File: src/rtl/pap_pkg.sv
`timescale 1ns / 1ps

package pap_pkg;

  // Field widths
  localparam int SAMPLE_W   = 12;
  localparam int PRES_W     = 14;
  localparam int LIMIT_W    = 14;
  localparam int CFG_IDX_W  = 8;
  localparam int CFG_DATA_W = 16;
  localparam int S_TDATA_W  = 16;
  localparam int M_TDATA_W  = 16;

  // Window of scaled values
  localparam int WINDOW_DEPTH = 8;
  localparam int RESET_ENTRY  = 331;
  localparam int SCALED_MAX   = 11079;
  localparam int SUM_W        = $clog2(SCALED_MAX * WINDOW_DEPTH + 1);
  localparam int SUM_RESET    = RESET_ENTRY * WINDOW_DEPTH;

  // Converter scaling: floor(SCALE_NUM * (sample + SAMPLE_OFFSET) / SCALE_DEN)
  localparam int SCALE_NUM     = 8000;
  localparam int SCALE_DEN     = 2993;
  localparam int SAMPLE_OFFSET = 50;
  localparam int OFFS_W        = $clog2((1 << SAMPLE_W) + SAMPLE_OFFSET);
  localparam int NUM_W         = $clog2(SCALE_NUM);
  localparam int PROD_W        = $clog2(SCALE_NUM * ((1 << SAMPLE_W) - 1 + SAMPLE_OFFSET) + 1);

  // Reciprocal for the divide by SCALE_DEN, exact for PROD_W-bit numerators
  localparam int DIV_L    = $clog2(SCALE_DEN);
  localparam int DIV_K    = PROD_W + DIV_L;
  localparam longint unsigned DIV_M =
      ((64'd1 << DIV_K) + SCALE_DEN - 1) / SCALE_DEN;
  localparam int DIV_M_W  = PROD_W + 1;
  localparam int DIV_P_W  = PROD_W + DIV_M_W;

  // Reciprocal for the divide by WINDOW_DEPTH, exact for SUM_W-bit sums
  localparam int MEAN_L   = $clog2(WINDOW_DEPTH);
  localparam int MEAN_K   = SUM_W + MEAN_L;
  localparam longint unsigned MEAN_M =
      ((64'd1 << MEAN_K) + WINDOW_DEPTH - 1) / WINDOW_DEPTH;
  localparam int MEAN_M_W = SUM_W + 1;
  localparam int MEAN_P_W = SUM_W + MEAN_M_W;

  // Queue between front and back
  localparam int QUEUE_DEPTH = 4;
  localparam int QPTR_W      = $clog2(QUEUE_DEPTH);
  localparam int QCNT_W      = $clog2(QUEUE_DEPTH + 1);

  // Register indexes
  localparam logic [CFG_IDX_W-1:0] REG_HIGH_LIMIT = CFG_IDX_W'(0);
  localparam logic [CFG_IDX_W-1:0] REG_LOW_LIMIT  = CFG_IDX_W'(1);

  localparam logic [LIMIT_W-1:0] HIGH_LIMIT_RESET = LIMIT_W'(16383);
  localparam logic [LIMIT_W-1:0] LOW_LIMIT_RESET  = LIMIT_W'(0);

  typedef struct packed {
    logic [LIMIT_W-1:0] high;
    logic [LIMIT_W-1:0] low;
  } pap_limits_t;

  // One scaled word moving from the queue to the back end
  typedef struct packed {
    logic              valid;
    logic [PRES_W-1:0] value;
  } pap_word_t;

endpackage

File: src/rtl/pap_front.sv
`timescale 1ns / 1ps

module pap_front (
  input  logic                          clk_i,
  input  logic                          rst_ni,
  input  logic                          s_axis_tvalid,
  output logic                          s_axis_tready,
  input  logic [pap_pkg::S_TDATA_W-1:0] s_axis_tdata,  // [11:0] adc_sample
  output logic                          push_valid_o,
  output logic [pap_pkg::PRES_W-1:0]    push_value_o,
  input  logic                          push_ready_i
);
  import pap_pkg::*;

  logic                f1_v_q;
  logic [PROD_W-1:0]   f1_prod_q;
  logic                f2_v_q;
  logic [PRES_W-1:0]   f2_value_q;
  logic                f2_ready;
  logic                f1_ready;
  logic                in_word;
  logic [OFFS_W-1:0]   offs;
  logic [PROD_W-1:0]   f1_prod_d;
  logic [DIV_P_W-1:0]  div_prod;
  logic [PRES_W-1:0]   f2_value_d;

  assign f2_ready      = !f2_v_q || push_ready_i;
  assign f1_ready      = !f1_v_q || f2_ready;
  assign s_axis_tready = f1_ready;
  assign in_word       = s_axis_tvalid && f1_ready;

  // Stage 1: offset and multiply by the scale numerator
  assign offs      = OFFS_W'(s_axis_tdata[SAMPLE_W-1:0]) + OFFS_W'(SAMPLE_OFFSET);
  assign f1_prod_d = PROD_W'(offs) * PROD_W'(SCALE_NUM);

  // Stage 2: divide by the scale denominator through its reciprocal
  assign div_prod   = DIV_P_W'(f1_prod_q) * DIV_P_W'(DIV_M);
  assign f2_value_d = PRES_W'(div_prod >> DIV_K);

  always_ff @(posedge clk_i or negedge rst_ni) begin
    if (!rst_ni) begin
      f1_v_q <= 1'b0;
      f2_v_q <= 1'b0;
    end else begin
      if (f1_ready) begin
        f1_v_q <= s_axis_tvalid;
      end
      if (f2_ready) begin
        f2_v_q <= f1_v_q;
      end
    end
  end

  always_ff @(posedge clk_i) begin
    if (in_word) begin
      f1_prod_q <= f1_prod_d;
    end
    if (f2_ready && f1_v_q) begin
      f2_value_q <= f2_value_d;
    end
  end

  assign push_valid_o = f2_v_q;
  assign push_value_o = f2_value_q;

endmodule

File: src/rtl/pap_queue.sv
`timescale 1ns / 1ps

module pap_queue (
  input  logic                       clk_i,
  input  logic                       rst_ni,
  input  logic                       push_valid_i,
  input  logic [pap_pkg::PRES_W-1:0] push_value_i,
  output logic                       push_ready_o,
  output pap_pkg::pap_word_t         head_o,
  input  logic                       pop_i
);
  import pap_pkg::*;

  logic [PRES_W-1:0] mem_q [QUEUE_DEPTH];
  logic [QPTR_W-1:0] wr_ptr_q;
  logic [QPTR_W-1:0] rd_ptr_q;
  logic [QCNT_W-1:0] count_q;
  logic              push;
  logic              pop;

  assign push_ready_o = (count_q != QCNT_W'(QUEUE_DEPTH));
  assign push         = push_valid_i && push_ready_o;
  assign pop          = pop_i && (count_q != '0);

  assign head_o.valid = (count_q != '0);
  assign head_o.value = mem_q[rd_ptr_q];

  // Pointers and fill count
  always_ff @(posedge clk_i or negedge rst_ni) begin
    if (!rst_ni) begin
      wr_ptr_q <= '0;
      rd_ptr_q <= '0;
      count_q  <= '0;
    end else begin
      if (push) begin
        wr_ptr_q <= (wr_ptr_q == QPTR_W'(QUEUE_DEPTH - 1)) ? '0 : wr_ptr_q + 1'b1;
      end
      if (pop) begin
        rd_ptr_q <= (rd_ptr_q == QPTR_W'(QUEUE_DEPTH - 1)) ? '0 : rd_ptr_q + 1'b1;
      end
      if (push && !pop) begin
        count_q <= count_q + 1'b1;
      end else if (pop && !push) begin
        count_q <= count_q - 1'b1;
      end
    end
  end

  always_ff @(posedge clk_i) begin
    if (push) begin
      mem_q[wr_ptr_q] <= push_value_i;
    end
  end

`ifndef NO_ASSERTIONS
  a_count_bound: assert property (@(posedge clk_i) disable iff (!rst_ni)
    count_q <= QCNT_W'(QUEUE_DEPTH))
    else $error("queue fill count above depth");

  a_pop_nonempty: assert property (@(posedge clk_i) disable iff (!rst_ni)
    pop_i |-> head_o.valid)
    else $error("pop from empty queue");
`endif

endmodule

File: src/rtl/pap_back.sv
`timescale 1ns / 1ps

module pap_back (
  input  logic                          clk_i,
  input  logic                          rst_ni,
  input  pap_pkg::pap_word_t            head_i,
  output logic                          pop_o,
  input  pap_pkg::pap_limits_t          limits_i,
  output logic                          m_axis_tvalid,
  input  logic                          m_axis_tready,
  output logic [pap_pkg::M_TDATA_W-1:0] m_axis_tdata,  // [13:0] average_pressure
  output logic                          m_axis_tuser   // urgent
);
  import pap_pkg::*;

  logic [PRES_W-1:0]   win_q [WINDOW_DEPTH];
  logic [SUM_W-1:0]    sum_q;
  logic                s1_v_q;
  logic                s2_v_q;
  logic [PRES_W-1:0]   mean_q;
  logic                out_v_q;
  logic [PRES_W-1:0]   avg_q;
  logic                urg_q;
  logic                out_ready;
  logic                s2_ready;
  logic                s1_ready;
  logic [MEAN_P_W-1:0] mean_prod;
  logic [PRES_W-1:0]   mean_d;
  logic                urg_d;

  assign out_ready = !out_v_q || m_axis_tready;
  assign s2_ready  = !s2_v_q || out_ready;
  assign s1_ready  = !s1_v_q || s2_ready;
  assign pop_o     = head_i.valid && s1_ready;

  // Stage 1: shift the window and update the running sum
  always_ff @(posedge clk_i or negedge rst_ni) begin
    if (!rst_ni) begin
      for (int i = 0; i < WINDOW_DEPTH; i++) begin
        win_q[i] <= PRES_W'(RESET_ENTRY);
      end
      sum_q <= SUM_W'(SUM_RESET);
    end else if (pop_o) begin
      for (int i = 0; i < WINDOW_DEPTH - 1; i++) begin
        win_q[i] <= win_q[i+1];
      end
      win_q[WINDOW_DEPTH-1] <= head_i.value;
      sum_q <= sum_q - SUM_W'(win_q[0]) + SUM_W'(head_i.value);
    end
  end

  // Stage 2: mean through the reciprocal of the window depth
  assign mean_prod = MEAN_P_W'(sum_q) * MEAN_P_W'(MEAN_M);
  assign mean_d    = PRES_W'(mean_prod >> MEAN_K);

  // Stage 3: range check, strict on both limits
  assign urg_d = (mean_q > limits_i.high) || (mean_q < limits_i.low);

  always_ff @(posedge clk_i or negedge rst_ni) begin
    if (!rst_ni) begin
      s1_v_q  <= 1'b0;
      s2_v_q  <= 1'b0;
      out_v_q <= 1'b0;
    end else begin
      if (s1_ready) begin
        s1_v_q <= head_i.valid;
      end
      if (s2_ready) begin
        s2_v_q <= s1_v_q;
      end
      if (out_ready) begin
        out_v_q <= s2_v_q;
      end
    end
  end

  always_ff @(posedge clk_i) begin
    if (s2_ready && s1_v_q) begin
      mean_q <= mean_d;
    end
    if (out_ready && s2_v_q) begin
      avg_q <= mean_q;
      urg_q <= urg_d;
    end
  end

  assign m_axis_tvalid = out_v_q;
  assign m_axis_tdata  = M_TDATA_W'(avg_q);
  assign m_axis_tuser  = urg_q;

`ifndef NO_ASSERTIONS
  a_sum_bound: assert property (@(posedge clk_i) disable iff (!rst_ni)
    sum_q <= SUM_W'(SCALED_MAX * WINDOW_DEPTH))
    else $error("running sum out of range");

  a_stall_holds_sum: assert property (@(posedge clk_i) disable iff (!rst_ni)
    (s1_v_q && !s2_ready) |=> $stable(sum_q))
    else $error("running sum moved while stage 1 stalled");
`endif

endmodule

File: src/rtl/pressure_average_alarm.sv
`timescale 1ns / 1ps

// Moving-average pressure filter with a range alarm. Each input word carries
// one raw 12-bit converter sample; it is scaled to hundreds of pascal, pushed
// into a window of the last WINDOW_DEPTH scaled values, and one output word
// per sample gives the truncated window mean with an urgent flag (mean strictly
// above the high limit or strictly below the low limit). One sample is taken
// every clock cycle while s_axis_tready is high; on its way to the output a
// result passes through the offset multiply register, the divide multiply of
// the scaler, the queue, the running-sum stage, the registered mean multiply
// and the range-check output register. Limits are written through the
// configuration channel (index 0 high, 1 low, other indexes ignored) and
// should only be changed while the pipeline is empty.
module pressure_average_alarm (
  input  logic                           clk_i,
  input  logic                           rst_ni,
  input  logic                           s_axis_tvalid,
  output logic                           s_axis_tready,
  input  logic [pap_pkg::S_TDATA_W-1:0]  s_axis_tdata,  // [11:0] adc_sample
  output logic                           m_axis_tvalid,
  input  logic                           m_axis_tready,
  output logic [pap_pkg::M_TDATA_W-1:0]  m_axis_tdata,  // [13:0] average_pressure
  output logic                           m_axis_tuser,  // urgent
  input  logic                           cfg_valid_i,
  output logic                           cfg_ready_o,
  input  logic [pap_pkg::CFG_IDX_W-1:0]  cfg_index_i,
  input  logic [pap_pkg::CFG_DATA_W-1:0] cfg_data_i
);
  import pap_pkg::*;

  pap_limits_t       limits_q;
  logic              push_valid;
  logic [PRES_W-1:0] push_value;
  logic              push_ready;
  pap_word_t         head;
  logic              pop;

  // Limit registers, low 14 bits of the written word kept
  assign cfg_ready_o = 1'b1;

  always_ff @(posedge clk_i or negedge rst_ni) begin
    if (!rst_ni) begin
      limits_q.high <= HIGH_LIMIT_RESET;
      limits_q.low  <= LOW_LIMIT_RESET;
    end else if (cfg_valid_i) begin
      if (cfg_index_i == REG_HIGH_LIMIT) begin
        limits_q.high <= cfg_data_i[LIMIT_W-1:0];
      end else if (cfg_index_i == REG_LOW_LIMIT) begin
        limits_q.low <= cfg_data_i[LIMIT_W-1:0];
      end
    end
  end

  pap_front u_front (
    .clk_i         (clk_i),
    .rst_ni        (rst_ni),
    .s_axis_tvalid (s_axis_tvalid),
    .s_axis_tready (s_axis_tready),
    .s_axis_tdata  (s_axis_tdata),
    .push_valid_o  (push_valid),
    .push_value_o  (push_value),
    .push_ready_i  (push_ready)
  );

  pap_queue u_queue (
    .clk_i        (clk_i),
    .rst_ni       (rst_ni),
    .push_valid_i (push_valid),
    .push_value_i (push_value),
    .push_ready_o (push_ready),
    .head_o       (head),
    .pop_i        (pop)
  );

  pap_back u_back (
    .clk_i         (clk_i),
    .rst_ni        (rst_ni),
    .head_i        (head),
    .pop_o         (pop),
    .limits_i      (limits_q),
    .m_axis_tvalid (m_axis_tvalid),
    .m_axis_tready (m_axis_tready),
    .m_axis_tdata  (m_axis_tdata),
    .m_axis_tuser  (m_axis_tuser)
  );

endmodule

File: config.mk
export PLATFORM = sky130hd
export DESIGN_NAME = pressure_average_alarm
export DESIGN_NICKNAME = d
export VERILOG_FILES = /design/src/rtl/pap_pkg.sv /design/src/rtl/pap_front.sv /design/src/rtl/pap_queue.sv /design/src/rtl/pap_back.sv /design/src/rtl/pressure_average_alarm.sv
export SDC_FILE = /design/constraint.sdc
export NUM_CORES = 1
export LEC_CHECK = 0
export BUFFER_PORTS_ARGS = -buffer_cell sky130_fd_sc_hd__buf_2
export CORE_MARGIN = 2
export CORE_UTILIZATION = 45
export CTS_BUF_LIST = sky130_fd_sc_hd__clkbuf_8
export DETAILED_ROUTE_END_ITERATION = 10
export PLACE_DENSITY = 0.65
export SYNTH_ARGS = -nofsm -noshare
export SYNTH_HDL_FRONTEND = slang
export SYNTH_SLANG_ARGS = --single-unit
File: constraint.sdc
create_clock -name clk_i -period 10.3 [get_ports clk_i]
set_clock_uncertainty 0.2 [all_clocks]
set_input_delay 0.515 -clock clk_i [delete_from_list [all_inputs] [get_ports clk_i]]
set_output_delay 0.515 -clock clk_i [all_outputs]
set_load 0.01 [all_outputs]
# Word level (Yosys, flattened, before mapping)
# Memories as Yosys holds them, arrays and structs flattened.
# Index checks and enable logic that the tools add are counted.
totals:
  ff_bits: 231
  latch_bits: 0
  mem_bits_rw: 56
  mem_bits_ro: 0
  in_bits: 45
  out_inout_bits: 20
  word_cells: 74
  n_memories: 1
mem_list:
  columns: ["name", "depth", "width", "read_ports", "rd_ports_with_merged_regs", "wr", "line_no", "text"]
  rows:
  - ["u_queue.mem_q", 4, 14, 1, 0, 1, "pap_queue.sv:14", "logic [PRES_W-1:0] mem_q [QUEUE_DEPTH];"]
op_classes:
  n_addsub: 7
  n_mul: 2
  div_mod_pow: 0
  order_cmp: 2
  eq_ne: 4
  shift: 0
  n_mux: 6
  n_bitwise: 1
  n_reduce_logical: 27
ops:
  columns: ["cell", "count"]
  rows:
  - ["$mul A19 B24 Y43 const B", 1]
  - ["$mul A13 B7 Y19 const B", 1]
  - ["$add A17 B14 Y17", 1]
  - ["$sub A17 B14 Y17", 1]
  - ["$gt A14 B14 Y1", 1]
  - ["$lt A14 B14 Y1", 1]
  - ["$add A12 B6 Y13 const B", 1]
  - ["$logic_and A1 B1 Y1", 9]
  - ["$eq A8 B1 Y1 const B", 1]
  - ["$logic_not A8 Y1", 1]
  - ["$logic_not A1 Y1", 7]
  - ["$logic_or A1 B1 Y1", 6]
  - ["$mux W3", 2]
  - ["$add A2 B1 Y2 const B", 2]
  - ["$eq A2 B2 Y1 const B", 2]
  - ["$mux W2", 2]
  - ["$add A3 B1 Y3 const B", 1]
  - ["$ne A3 B3 Y1 const B", 1]
  - ["$reduce_and A3 Y1", 1]
  - ["$reduce_bool A3 Y1", 1]
  - ["$sub A3 B1 Y3 const B", 1]
  - ["$mux W1", 2]
  - ["$reduce_and A2 Y1", 1]
  - ["$reduce_bool A2 Y1", 1]
  - ["$not A1 Y1", 1]

# Logic depth before layout (Yosys ltp)
depth:
  ltp_word: 9
  ltp_mapped: 21
  depth_no_buf: 21

# Cells and area by module
# From an unflattened synthesis, not the netlist that was laid out.
unflattened:
  cells_unflattened: 2029
  hier_area_um2: 21822.2
by_module_without_submodules:
  columns: ["module", "n_inst", "cells_per_inst", "area_each_um2", "seq_area_each_um2"]
  rows:
  - ["pap_front", 1, 1000, 10181.0, 1041.0]
  - ["pap_back", 1, 854, 8037.7, 4230.3]
  - ["pap_queue", 1, 109, 2458.6, 1856.8]
  - ["pressure_average_alarm", 1, 66, 1144.8, 718.2]

# Worst setup path after synthesis
# OpenSTA, ideal clock, no wires.
synth_timing:
  path_type: "reg2reg"
  from: "register u_front.f1_prod_q[23]"
  to: "register u_front.f2_value_q[8] (netlist: u_front.push_value_o[8]) (data pin)"
  setup_time_ps: 262
  arrival_time_ps: 5399
  required_ps: 9838
  setup_slack_ps: 4439
  stages_incl_launch_ff: 22
  n_path_buf: 0
  period_less_slack_ps: 5861
  cell_sequence: "edfxtp_1 -> inv_1 -> fa_1 -> xor2_1 -> ha_1 -> or2_2 -> inv_1 -> fa_1 -> inv_1 -> fa_1 -> fa_1 -> inv_1 -> fa_1 -> inv_1 -> ha_1 -> a21o_1 -> a21oi_1 -> o211ai_1 -> o21ai_0 -> nand3_2 -> a2111oi_4 -> nor3_2"
synth_between:
  elab_chain_len: 1
synth_lines:
  columns: ["item", "line_no", "text"]
  rows:
  - ["from (decl)", "pap_front.sv:16", "logic [PROD_W-1:0] f1_prod_q;"]
  - ["from (signal assigned)", "pap_front.sv:56", "f1_prod_q <= f1_prod_d;"]
  - ["$mul A19 B24 Y43", "pap_front.sv:37", "assign div_prod = DIV_P_W'(f1_prod_q) * DIV_P_W'(DIV_M);"]
  - ["net u_front.div_prod[45]", "pap_front.sv:24", "logic [DIV_P_W-1:0] div_prod;"]
  - ["to (signal assigned)", "pap_front.sv:59", "f2_value_q <= f2_value_d;"]
  - ["to (decl)", "pap_front.sv:18", "logic [PRES_W-1:0] f2_value_q;"]
# The timed path passes the listed nets, and every way through them passes these cells.
# A chain may end at the register's enable or synchronous reset.

# Final worst setup path
# Same ends and word-level chain as after synthesis.

==> impl_metrics.env <==
export IMPL_dr_pass1_iters=5
export IMPL_synth_edff_count=118
export IMPL_path_max_fanout=7
export IMPL_grt_pass1_vias=13990
export IMPL_fin_crit_ns=6.595
export IMPL_cts_tree="yes"
export IMPL_rsz0062_at_grt="no"
export IMPL_clock_latency_ns=0.59
export IMPL_cp_required_ns=10.42
export IMPL_hpwl_um=31620
export IMPL_synthTopCellsByArea="fa_1, edfxtp_1, ha_1"
export IMPL_cts_buffer_depth=3
export IMPL_place_gp_congestion=0.9201
export IMPL_routed_wirelength_um=40110
export IMPL_vias=12760
export IMPL_setup_worst_path_end_class="register"
export IMPL_dr_first_iter_drc_count=554
export IMPL_cts_resized=0
export IMPL_reg2reg_depth=21
export IMPL_status="completed"
export IMPL_path_clk_slew_ns=0.06
export IMPL_worstSetupStartpointType="register"
export IMPL_ys_top_cells_by_count="inv_1, ha_1, fa_1"
export IMPL_hold_violations=0
export IMPL_fin_util_pct=50.09
export IMPL_vias_per_cell=5.029
export IMPL_initial_utilization_pct=45.64
export IMPL_met1_usage_pct=19.96
export IMPL_core_area_um2=46650
export IMPL_ys_types=69
export IMPL_tightest_slew_ns=1.034
export IMPL_grt_max_degree=110
export IMPL_critical_path_class="register to register"
export IMPL_row_count=79
export IMPL_cap_violations=0
export IMPL_slew_viol_final=0
export IMPL_drive_gt1_share_pct=17.30
export IMPL_clock_sinks=287
export IMPL_post_cts_buffers=0
export IMPL_grt_overflow_total=0
export IMPL_period_share_pct=64.03
export IMPL_syn2layout_area_growth_pct=9.749
export IMPL_cts_root_buf="clkbuf_8"
export IMPL_relSlewSlack_pct=31.08
export IMPL_ant_nets=0
export IMPL_yosysMostFrequentCell="inv_1"
export IMPL_die_w_um=221.5
export IMPL_die_height_um=221.5
export IMPL_nFillCells=4163
export IMPL_seqCellArea_um2=7846
export IMPL_async_flop_share_pct=58.89
export IMPL_yosys_area_top_type_share_pct=19.27
export IMPL_yosys_warnings=0
export IMPL_antenna_found_initial=0
export IMPL_gr_usage_all_layers_pct=17.02
export IMPL_ys_seq_elements=287
export IMPL_htree_num_levels=2
export IMPL_hold_buffers=18
export IMPL_r2r_end="u_front.push_value_o[8]$_DFFE_PP_"
export IMPL_grt_pass1_wl_um=67750
export IMPL_port_buffers=55
export IMPL_fin_nets=2386
export IMPL_use_met2_pct=31.64
export IMPL_multiInputGateArea_um2=11810
export IMPL_dieArea_um2=49070
export IMPL_synth_seq_area_share_pct=36.85
export IMPL_cp_startpoint="u_front.f1_prod_q[23]$_DFFE_PP_"
export IMPL_hold_path_class="input pin to register"
export IMPL_fmax_mhz=151.6
export IMPL_synth_flop_cell="edfxtp_1"
export IMPL_drcViolationCount=0
export IMPL_avgSynthCellArea_um2=11.86
export IMPL_busiest_layer="met2"
export IMPL_crit_arrival_ns=6.72
export IMPL_synth_area_um2=21290
export IMPL_io_pins=65
export IMPL_setup_tns_ns=0
export IMPL_grtUsageMet3_pct=2.902
export IMPL_crit_end="u_front.push_value_o[8]$_DFFE_PP_"
export IMPL_r2r_slack_ns=3.71
export IMPL_diodes=0
export IMPL_timing_rr_start="u_front.f1_prod_q[23]$_DFFE_PP_"
export IMPL_finalSetupViolCount=0
export IMPL_cts_buffers=48
export IMPL_synthCells=1796
export IMPL_yosysTopAreaCell="fa_1"
export IMPL_post_drt_wl_per_cell_um=15.80
worst min-delay path by stage:
| stage | start | endpoint | slack [ns] | depth (start not counted) |
|---|---|---|---|---|
| after floorplan | rst_ni | limits_q[0]$_DFFE_PN0P_ | 0.02 | 0 |
| after global placement | u_back.win_q[7]$_DFFE_PN0P_ | u_back.win_q[7]$_DFFE_PN0P_ | 0.26 | 2 |
| after detailed placement | u_back.sum_q[13]$_DFFE_PN0P_ | u_back.mean_q[10]$_DFFE_PP_ | 0.27 | 0 |
| after CTS | s_axis_tdata[1] | u_front.f1_prod_q[7]$_DFFE_PP_ | 0.07 | 2 |
| after global routing | s_axis_tdata[1] | u_front.f1_prod_q[7]$_DFFE_PP_ | 0.09 | 2 |
| final | s_axis_tdata[1] | u_front.f1_prod_q[7]$_DFFE_PP_ | 0.10 | 2 |
sequential cells by signal (all words and copies together) (netlist names), 3 cells and up:
| name | cells |
|---|---|
| u_back.avg_q | 14 |
| u_front.f1_prod_q | 19 |
| u_back.sum_q | 17 |
| u_front.push_value_o | 14 |
| u_queue.count_q | 3 |
| u_back.mean_q | 14 |
| u_back.win_q | 112 |
| u_queue.mem_q | 56 |
| limits_q | 28 |
placed cells by master (no fill, tap or decap), types with 29 or more instances in the layout:
| master | synthesis | final |
|---|---|---|
| inv_1 | 400 | 418 |
| ha_1 | 245 | 245 |
| fa_1 | 205 | 205 |
| edfxtp_1 | 118 | 118 |
| mux2_2 | 117 | 117 |
| dfrtp_1 | 110 | 110 |
| nand2_1 | 77 | 77 |
| o21ai_0 | 70 | 70 |
| dfstp_2 | 59 | 59 |
| a21oi_1 | 58 | 58 |
| clkbuf_8 | 0 | 56 |
| buf_2 | 13 | 54 |
| xnor2_1 | 35 | 35 |
| nor2_1 | 29 | 29 |
critical path, stage by stage, from the launching register on:
cell and delay [ns]:
edfxtp_1 0.47, inv_1 0.19, fa_1 0.69, xor2_1 0.23, ha_1 0.17, or2_2 0.11
inv_1 0.04, fa_1 0.53, inv_1 0.08, fa_1 0.45, fa_1 0.52, inv_1 0.06
fa_1 0.53, inv_1 0.05, ha_1 0.33, a21o_1 0.20, a21oi_1 0.18, o211ai_1 0.11
o21ai_0 0.38, nand3_2 0.29, a2111oi_4 0.44, nor3_2 0.08
routing by layer:
layer | vias up | share of wire [%]
li1 | 6126 | -
met2 | 194 | 52
met4 | 0 | 2.9
met1 | 6366 | 41
met3 | 78 | 3.6
met5 | - | 0
final cells by class:
type                       count  area share [%]
clock inverter                34          0.7924
clock buffer                  56           3.298
inverter                     400           6.425
sequential                   287           33.58
timing repair buffer          78           2.136
tap                          607           3.250
multi-input combinational   1076           50.52
metrics by stage:
| stage | cell area, um2 | std cells | hold WS, ns | setup WS [ns] |
|---|---|---|---|---|
| finish | 23370 | 2538 | 0.1015 | 3.705 |
| global route | 23370 | 2538 | 0.08598 | 3.328 |
| CTS | 23370 | 2538 | 0.07141 | 3.646 |
| detailed placement | 22230 | 2430 | 0.2676 | 3.683 |
| global placement | 22230 | 2430 | 0.2598 | 3.746 |
| floorplan | 21300 | 1797 | 0.01941 | 4.439 |
kinds of logic after synthesis:
family          synth area share [%]
compound gates                 6.787
mux                            7.715
simple gates                   4.854
other cells                  0.03527
fa+ha+maj                      33.67
buf+inv                        7.786
xor+xnor                       2.303
flops                          36.85
Power is left out: the tool's default activity adds up to more than one toggle a clock period on the data nets, which glitch-free logic cannot reach.
